### config.mk
export PLATFORM = sky130hd
export DESIGN_NAME = skcp_cell
export DESIGN_NICKNAME = d
export VERILOG_FILES = /design/src/hw/rtl/skcp_pkg.sv /design/src/hw/rtl/skcp_cell.sv
export SDC_FILE = /design/constraint.sdc
export NUM_CORES = 1
export LEC_CHECK = 0
export BUFFER_PORTS_ARGS = -buffer_cell sky130_fd_sc_hd__buf_4
export CORE_AREA = 2 2 181 183
export DETAILED_ROUTE_END_ITERATION = 6
export DIE_AREA = 0 0 183 185
export PLACE_DENSITY = 0.57
export SYNTH_ARGS = -nofsm -noshare
export SYNTH_HDL_FRONTEND = slang
export SYNTH_SLANG_ARGS = --single-unit
### constraint.sdc
create_clock -name clk -period 3.6 [get_ports clk]
set_input_delay 0.9 -clock clk [delete_from_list [all_inputs] [get_ports clk]]
set_output_delay 0.9 -clock clk [all_outputs]
set_load 0.03 [all_outputs]
### src/hw/rtl/skcp_pkg.sv
// shared types, constants and helpers of the skyline contour packer
package skcp_pkg;

  localparam int unsigned CW = 31;
  localparam logic [CW-1:0] COORD_MAX = {CW{1'b1}};

  typedef logic [CW-1:0] coord_t;

  typedef struct packed {
    coord_t start;
    coord_t level;
    coord_t length;
  } seg_t;

  typedef struct packed {
    logic valid;
    seg_t seg;
  } piece_t;

  // per-cycle controls shared by every cell of the row
  typedef struct packed {
    logic ground;
    logic rotate;
    logic push;
    logic commit;
  } cell_ctrl_t;

  typedef enum logic [3:0] {
    ST_IDLE,
    ST_SCAN,
    ST_TOP,
    ST_BUILD,
    ST_FINBLK,
    ST_DRAIN,
    ST_FLUSH,
    ST_PAD,
    ST_COMMIT,
    ST_DONE
  } state_t;

  function automatic coord_t sat_add(input coord_t a, input coord_t b);
    logic [CW:0] s;
    s = {1'b0, a} + {1'b0, b};
    return s[CW] ? COORD_MAX : s[CW-1:0];
  endfunction

endpackage

### src/hw/rtl/skcp_cell.sv
// one cell of the segment row: a live segment and a segment of the list being rebuilt
module skcp_cell import skcp_pkg::*; (
  input  logic       clk,
  input  logic       rst,
  input  cell_ctrl_t ctrl,
  input  seg_t       ground_seg,
  input  seg_t       old_in,
  input  seg_t       new_in,
  output seg_t       old_seg,
  output seg_t       new_seg
);

  always_ff @(posedge clk) begin
    if (rst || ctrl.ground) begin
      old_seg <= ground_seg;
    end else if (ctrl.commit) begin
      old_seg <= new_seg;
    end else if (ctrl.rotate) begin
      old_seg <= old_in;
    end
  end

  // rebuilt list shifts toward the head on each push
  always_ff @(posedge clk) begin
    if (ctrl.push) begin
      new_seg <= new_in;
    end
  end

endmodule

==> results of run 1 <==
-- state kept, by name, summed over array words and instances, names as in the netlist --
name and flops:
old_seg 93, new_seg 93
-- cells in the mapped netlist --
cell type / instances / area (um2)
buf_2: 9 / 45.0
edfxtp_1: 186 / 5590
mux2i_1: 93 / 931
o21ai_0: 117 / 586
clkbuf_1: 21 / 78.8
or2_4: 1 / 8.76
o21ai_1: 69 / 345
or3_1: 1 / 6.26
buf_4: 3 / 22.5
buf_6: 8 / 90.1
-- through the flow --
stage / cell area (um2) / hold WS [ps] / setup slack, ps / total power [uW]
6_report: 12300 / 614 / 1510 / 6110
2_1_floorplan: 7700 / 824 / 827 / 3310
5_1_grt: 12300 / 589 / 1460 / 6330
3_3_place_gp: 11600 / 611 / 1060 / 3970
4_1_cts: 12300 / 584 / 1540 / 6190
3_5_place_dp: 11600 / 623 / 1050 / 3980
-- per-layer routing --
| layer | GRT usage [%] | part of all wire [%] |
|---|---|---|
| met5 | 0 | 0 |
| met4 | 5.25 | 1.7 |
| met3 | 4.68 | 5.5 |
| met1 | 22.0 | 42 |
| met2 | 29.2 | 51 |
-- worst register-to-register path, delay by kind of cell, from the launching register on --
kind | cells | cell delay [ps]
AOI/OAI and AO/OA | 1 | 90
DFF | 1 | 470
muxes | 1 | 270
-- cells by family (layout without fill, tap and decap cells) --
logic type	after synthesis	count (layout)	share of synthesized area, %
other cells	0	2	0
flops	186	186	72.6
compound gates	186	186	12.1
mux	93	93	12.1
buf+inv	41	510	3.07
simple gates	2	2	0.195
-- area by class of cell --
type,count,area (um2),share of cell area [%]
antenna,2,5.00,0.0407
clock buffer,18,429,3.49
clock inverter,13,238,1.93
multi-input combinational,281,1880,15.3
sequential,186,5590,45.4
tap,408,510,4.15
timing repair buffer,479,3650,29.7
-- power by group through the flow --
stage / Clock [uW] / Combinational, uW / Sequential [uW]
final: 2190 / 1230 / 2700
after CTS: 2250 / 1240 / 2700
after global placement: 0 / 1230 / 2740
after detailed placement: 0 / 1240 / 2740
after global routing: 2330 / 1290 / 2720
after floorplan: 0 / 206 / 3100
-- path summary, 6_finish.rpt --
path                      endpoint  cells after the start  slack, ps                  start
min          new_seg[74]$_DFFE_PP_                      1        610             new_in[74]
min reg2reg  old_seg[57]$_DFFE_PP_                      2        640  new_seg[57]$_DFFE_PP_
max reg2reg  old_seg[60]$_DFFE_PP_                      2       2520  new_seg[60]$_DFFE_PP_
max          old_seg[74]$_DFFE_PP_                      5       1510                ctrl[0]
==> results.toml, run 1 <==
[critical_path]
crit_buf_inv = 3
crit_arrival_ps = 2280
critPathSlowestCell = "buf_4"
endpoint_kind = "register"
cp-start-kind = "input pin"
critPathMaxStageDelay_ps = 520
cp_common_cell = "buf_4"
cp_top_family = "buffers and inverters"
crit_chain = "buf_6, buf_4, buf_4, mux2i_1, o21ai_1"
critPathRequiredTime_ps = 3790
criticalPathCategory = "input pin to register"
critPathMaxFanout = 29

[routing]
drt_pass1_iterations = 4
routed_via_density = 4.50
wirelength_um = 30300
ant_nets = 0
num_vias = 6248
drt_iter0_markers = 401
wl_per_cell_um = 21.9
drc = 0

[power_and_ir_drop]
power_density_mw_per_mm2 = 497
power_switching_uw = 1690
p_int_uw = 4430
seq_power_share_pct = 44.1
power_frac_comb_pct = 20.0
sw_frac_of_total_pct = 27.6
p_leak_uw = 0.00532
max-vdd-ir-drop_v = 0.000302
clkPwrFrac_pct = 35.8

[synthesis]
synth.cell_area_mm2 = 0.00770
avgSynthCellArea_um2 = 15.2
ys_seq_elements = 186
yosysSeqAreaShare_pct = 72.5
synth.net_count = 793
synth_cell_type_count = 10
yosys_warnings = 0
netlist_instances = 508

[run]
maxCapViolations = 0

[timing]
hold_violations = 0
finalMaxSlewViolations = 0
period_needed_ps = 2090
min_period_over_period_pct = 58.0
rsz0062_at_grt = "no"
fin_skew_ps = 9.09
fmax_ghz = 0.479
max_slew_margin_pct = 33.7
worstMarginPinSlew_ps = 994
finalSetupTns_ps = 0
setup_viol = 0

[grt]
grt_max_degree = 94
grt_pass1_vias = 6391
grt-ovfl-total = 0
grt_pass1_wl_um = 42400
grt_antenna_before_repair = 2
grt_use_total_pct = 17.4

[finish]
n_fill_cell = 3137
final_common_cell = "buf_4"
fin_nets = 1250
area_delta_synth_final_pct = 59.8
final_cells = 1387
final_util_pct = 38.4
final_cell_mix = "buf_4, edfxtp_1, o21ai_0, mux2i_1, o21ai_1"
layout-drive-gt1-share_pct = 52.3

[clock_tree]
cts_tree = "yes"
clock_latency_ps = 450
cts_resized = 0
clock-sinks = 186
post-cts-setup-buffers = 0
clk_pin_slew_ps = 80
ctsLongestPathBuffers = 2
cts_inserted_buffers = 17
root_buffer = "clkbuf_16"
htree_levels = 4
hold_buffers = 0

[floorplan]
core_mm2 = 0.0320
boundaryPins = 471
die_w_um = 183
rows = 66
die_area_mm2 = 0.0339
initial_core_util_pct = 24.0
die_y_um = 185

[place]
gp_congestion = 0.868
dp.cells = 1354
port_buffers = 470
dp_hpwl_um = 22400

[hold_path]
holdCritPathClass = "input pin to register"

[outcome]
status = "finished clean"
No activity file was read; power rests on OpenSTA's default activity.
==> inputs of run 2 (changes only) <==
==> constraint.sdc (replaced) <==
create_clock -name clk -period 1.8 [get_ports clk]
set_input_delay 0.45 -clock clk [delete_from_list [all_inputs] [get_ports clk]]
set_output_delay 0.45 -clock clk [all_outputs]
set_load 0.03 [all_outputs]
==> run 2 against run 1 <==
Clock power is 80% higher. Register-to-register slack worse by 1800 ps. Hold slack worse by 450 ps. First-iteration DRC count is 25% higher. Global-route usage is 0.51 points lower. Clock skew is 1.3 ps higher. Total power is 94% higher. Critical path depth is 4 lower. Routed wire length is 1.8% lower. Design area is 0.99% higher. Flip-flop and latch count stayed put. Combinational power is 100% higher. Largest cell class unchanged. Largest power group unchanged. Highest routed layer is now met5.
==> results.toml, run 2 (synthesis gave the netlist of run 1 again) <==
[timing]
fmax_ghz = 0.605
finalMaxSlewViolations = 0
hold_violations = 0
min_period_over_period_pct = 91.8
fin_skew_ps = 10.4
period_needed_ps = 1650
worstMarginPinSlew_ps = 443
rsz0062_at_grt = "no"
max_slew_margin_pct = 70.4
setup_viol = 0

[power_and_ir_drop]
power_switching_uw = 3370
sw_frac_of_total_pct = 28.5
power_density_mw_per_mm2 = 953
power.total_uw = 11800
max-vdd-ir-drop_v = 0.000591
p_int_uw = 8470
p_leak_uw = 0.00539
clkPwrFrac_pct = 33.3
power_frac_comb_pct = 21.1
seq_power_share_pct = 45.6

[critical_path]
critPathRequiredTime_ps = 1350
critPathMaxFanout = 2
endpoint_kind = "primary output"
reg2reg_setup_slack_ps = 680
crit_arrival_ps = 1200
r2r-end = "old_seg[43]$_DFFE_PP_"
critPathMaxStageDelay_ps = 530
cp_top_family = "flip-flops"
crit_chain = "buf_4"
cp-start-kind = "register"
r2r_start = "new_seg[43]$_DFFE_PP_"
critPathSlowestCell = "edfxtp_1"
crit_buf_inv = 1
reg2regPathDepth = 3
criticalPathCategory = "register to primary output"

[grt]
grt_antenna_before_repair = 1
grt-ovfl-total = 0
grt_pass1_wl_um = 41200
grt_util_met2_pct = 27.7
grt_use_total_pct = 16.9
grt_use_met1_pct = 21.1
grtUsageMet3_pct = 5.25
grt_pass1_vias = 6351
gr-max-usage-layer = "met2"
grt_max_degree = 94

[run]
maxCapViolations = 0

[place]
dp_hpwl_um = 22500
gp_congestion = 0.862
port_buffers = 470
dp.cells = 1369

[floorplan]
boundaryPins = 471
die_w_um = 183
die_area_mm2 = 0.0339
core_mm2 = 0.0320
rows = 66
initial_core_util_pct = 24.0
die_y_um = 185

[hold_path]
hold_path_depth = 1
hold-path-endpoint = "new_seg[0]$_DFFE_PP_"
min_from = "new_in[0]"
holdCritPathClass = "input pin to register"

[routing]
drt_iter0_markers = 500
wirelength_um = 29800
drt_pass1_iterations = 4
ant_nets = 0
wl_per_cell_um = 21.3
routed_via_density = 4.50
num_vias = 6295
drc = 0

[clock_tree]
htree_levels = 4
ctsLongestPathBuffers = 2
cts_tree = "yes"
hold_buffers = 0
cts_resized = 0
clock-sinks = 186
root_buffer = "clkbuf_16"
clk_pin_slew_ps = 80
cts_inserted_buffers = 17
clock_latency_ps = 450
post-cts-setup-buffers = 0

[finish]
final_cells = 1400
n_antenna_cell = 0
final_cell_mix = "buf_4, edfxtp_1, o21ai_0, mux2i_1, o21ai_1"
final_common_cell = "buf_4"
fin_nets = 1265
layout-drive-gt1-share_pct = 52.8
reg_top3 = "new_seg (93), old_seg (93)"
area_delta_synth_final_pct = 61.3

[outcome]
status = "finished clean"
run 2: how the worst max path moves through the flow:
| stage | startpoint | to | slack [ps] | cells after the start |
|---|---|---|---|---|
| after floorplan | ctrl[3] | old_seg[0]$_DFFE_PP_ | -70 | 3 |
| after global placement | ctrl[3] | old_seg[58]$_DFFE_PP_ | 50 | 4 |
| after detailed placement | ctrl[3] | old_seg[61]$_DFFE_PP_ | 40 | 4 |
| after CTS | new_seg[50]$_DFFE_PP_ | new_seg[50] | 140 | 1 |
| after global routing | new_seg[50]$_DFFE_PP_ | new_seg[50] | 110 | 1 |
| final | new_seg[50]$_DFFE_PP_ | new_seg[50] | 150 | 1 |
run 2: metal layers:
metal,vias to the layer above,part of all wire [%],wire (um)
met5,-,0.047,14
met4,2,2.4,715
met3,43,7.4,2210
met2,281,50,14900
met1,3051,40,11900
li1,2918,-,-
run 2: area by class of cell:
class,count,area (um2)
Fill cell,3132,19600
Sequential cell,186,5590
Tap cell,408,510
Timing Repair Buffer,494,3850
Clock inverter,13,164
Clock buffer,18,429
Multi-Input combinational cell,281,1880
run 2: worst reg2reg max path, cell delays in order, from the launching register on:
cell and delay (ps):
edfxtp_1 460, mux2i_1 200, buf_4 150, o21ai_1 50
run 2: per-stage QoR:
step                      setup WS [ps]  area [um2]  hold WS (ps)  TNS, ps  util, %
final                               147       12400           168        0     38.8
after global routing                110       12400           137        0     38.8
after global placement             45.2       11800           613        0     36.9
after CTS                           138       12400           139        0     38.8
after detailed placement           42.5       11800           616        0     36.9
after floorplan                   -68.7        7700           549    -6390        -
run 2: power groups by stage:
stage / clock, uW / sequential, uW / combinational (uW)
after floorplan: 0 / 6210 / 413
after global placement: 0 / 5490 / 2510
after detailed placement: 0 / 5490 / 2520
after CTS: 4050 / 5400 / 2520
after global routing: 4220 / 5430 / 2630
final: 3940 / 5400 / 2500
==> inputs of run 3 (changes only) <==
--- a/config.mk
+++ b/config.mk
@@ -6,10 +6,11 @@
 export NUM_CORES = 1
 export LEC_CHECK = 0
 export BUFFER_PORTS_ARGS = -buffer_cell sky130_fd_sc_hd__buf_4
-export CORE_AREA = 2 2 181 183
+export CORE_AREA = 2 2 184 186
+export CTS_BUF_LIST = sky130_fd_sc_hd__clkbuf_2
 export DETAILED_ROUTE_END_ITERATION = 6
-export DIE_AREA = 0 0 183 185
-export PLACE_DENSITY = 0.57
+export DIE_AREA = 0 0 186 188
+export PLACE_DENSITY = 0.54
 export SYNTH_ARGS = -nofsm -noshare
 export SYNTH_HDL_FRONTEND = slang
 export SYNTH_SLANG_ARGS = --single-unit
==> constraint.sdc (replaced) <==
create_clock -name clk -period 2.1 [get_ports clk]
set_input_delay 0.525 -clock clk [delete_from_list [all_inputs] [get_ports clk]]
set_output_delay 0.525 -clock clk [all_outputs]
set_load 0.03 [all_outputs]
==> run 3 against run 2 <==
The run now ends with negative setup slack left. Register-to-register slack worse by 400 ps. Hold slack improved by 160 ps. Die area up 3.3%. Final cell count increased by 27%. Critical path depth unchanged. Clock-buffer cell count unchanged. Clock power is 53% lower. Routed wire length grew 13%. First-iteration DRC count shrank 21%. Sequential power down 14%. Sequential share of layout area down 10 points. Critical path type unchanged. Largest cell class is now non-clock buffers.
==> results.toml, run 3 (synthesis gave the netlist of run 1 again) <==
[routing]
wl_per_cell_um = 18.9
ant_nets = 0
drt_pass1_iterations = 5
routed_via_density = 4.41
met1_length_um = 12800
route.met2.wl_um = 17800
num_vias = 7856
drc = 0
dr.max_layer_used = "met4"
wl_met3_um = 2130
wirelength_um = 33700
drt_iter0_markers = 396

[floorplan]
core_mm2 = 0.0331
boundaryPins = 471
initial_core_util_pct = 23.2
die_y_um = 188
die_w_um = 186
die_area_mm2 = 0.0350
rows = 67

[timing]
worstMarginPinSlew_ps = 562
max_slew_margin_pct = 62.5
period_needed_ps = 2130
min_period_over_period_pct = 102
hold_slack_ps = 324
rsz0062_at_grt = "yes"
setup_viol = 1
hold_violations = 0
finalSetupTns_ps = -34.3
fmax_ghz = 0.469
finalMaxSlewViolations = 0
setup_ws_ps = -34.3
fin_skew_ps = 47.2

[critical_path]
crit_arrival_ps = 1610
critPathMaxFanout = 2
critPathMaxStageDelay_ps = 570
endpoint_kind = "primary output"
critPathRequiredTime_ps = 1570
cp_top_family = "flip-flops"
crit_chain = "buf_6"
crit_buf_inv = 1
cp_num_cells = 1
criticalPathCategory = "register to primary output"
cp-start-kind = "register"
critPathSlowestCell = "edfxtp_1"
reg2regPathDepth = 5

[power_and_ir_drop]
power_frac_comb_pct = 31.5
p_leak_uw = 0.00693
max-vdd-ir-drop_v = 0.000384
clkPwrFrac_pct = 19.6
seq_power_share_pct = 48.9
sw_frac_of_total_pct = 31.4
power_density_mw_per_mm2 = 595
power_switching_uw = 3000
p_int_uw = 6540

[place]
dp_hpwl_um = 22100
gp_congestion = 0.874
dp.cells = 1399
port_buffers = 470
placedInstanceArea_mm2 = 0.0118

[finish]
final_util_pct = 48.4
layout-drive-gt1-share_pct = 43.9
n_fill_cell = 2912
multi_input_area_mm2 = 0.00188
final_common_cell = "buf_4"
reg_top3 = "new_seg (93), old_seg (93)"
stdcell_area_mm2 = 0.0160
fin_nets = 1602
final_cell_mix = "buf_4, dlygate4sd3_1, edfxtp_1, buf_6, o21ai_0"
final_cells = 1782
final-seq-area_mm2 = 0.00559
area_delta_synth_final_pct = 108

[clock_tree]
ctsLongestPathBuffers = 2
clk_pin_slew_ps = 300
clock_latency_ps = 850
clock-sinks = 186
cts_inserted_buffers = 17
htree_levels = 4
root_buffer = "clkbuf_2"
cts_tree = "yes"

[hold_path]
hold_path_depth = 3
holdCritPathClass = "input pin to register"

[grt]
grt_use_total_pct = 18.9
grt-ovfl-total = 0
grt_antenna_before_repair = 4
grt_pass1_wl_um = 48600
grt_max_degree = 94
grt_pass1_vias = 8209

[outcome]
violations = "negative setup slack"
status = "finished, violations left"

[run]
maxCapViolations = 0
[run 3: area by class of cell]
| type | count | share of cell area [%] |
|---|---|---|
| Clock buffer | 18 | 0.562 |
| Clock inverter | 14 | 0.859 |
| Tap cell | 448 | 3.50 |
| Timing Repair Buffer | 831 | 48.4 |
| Multi-Input combinational cell | 281 | 11.7 |
| Antenna cell | 4 | 0.0625 |
| Sequential cell | 186 | 34.9 |
[run 3: metal layers]
metal	track usage, %	vias up
li1	-	3593
met1	21.7	3852
met2	33.2	351
met3	4.89	60
met4	7.18	0
met5	0	-
[run 3: power groups by stage]
| stage | Clock (uW) | Sequential (uW) | Combinational [uW] |
|---|---|---|---|
| floorplan | 0 | 5320 | 354 |
| global placement | 0 | 4690 | 2130 |
| detailed placement | 0 | 4700 | 2140 |
| CTS | 1960 | 4650 | 2910 |
| global route | 2090 | 4700 | 3150 |
| finish | 1870 | 4670 | 3000 |
[run 3: path summary, 6_finish.rpt]
kind	start	endpoint	slack [ps]
worst max-delay path	new_seg[26]$_DFFE_PP_	new_seg[26]	-30
worst min-delay path	ctrl[2]	old_seg[31]$_DFFE_PP_	320
worst max register to register	new_seg[26]$_DFFE_PP_	old_seg[26]$_DFFE_PP_	280
worst min register to register	new_seg[90]$_DFFE_PP_	old_seg[90]$_DFFE_PP_	1230
[run 3: timing repair]
item                       in CTS  in global routing
buffers inserted               42                 25
hold buffers                  280                  0
hold endpoints to repair      200                  0
setup endpoints to repair     169                185
gates resized for setup       169                 15
[run 3: stage by stage]
| step | total power (uW) | setup slack [ps] |
|---|---|---|
| floorplan | 5680 | 156 |
| CTS | 9530 | -151 |
| global placement | 6820 | 258 |
| detailed placement | 6840 | 252 |
| global route | 9940 | -180 |
| finish | 9540 | -34.3 |
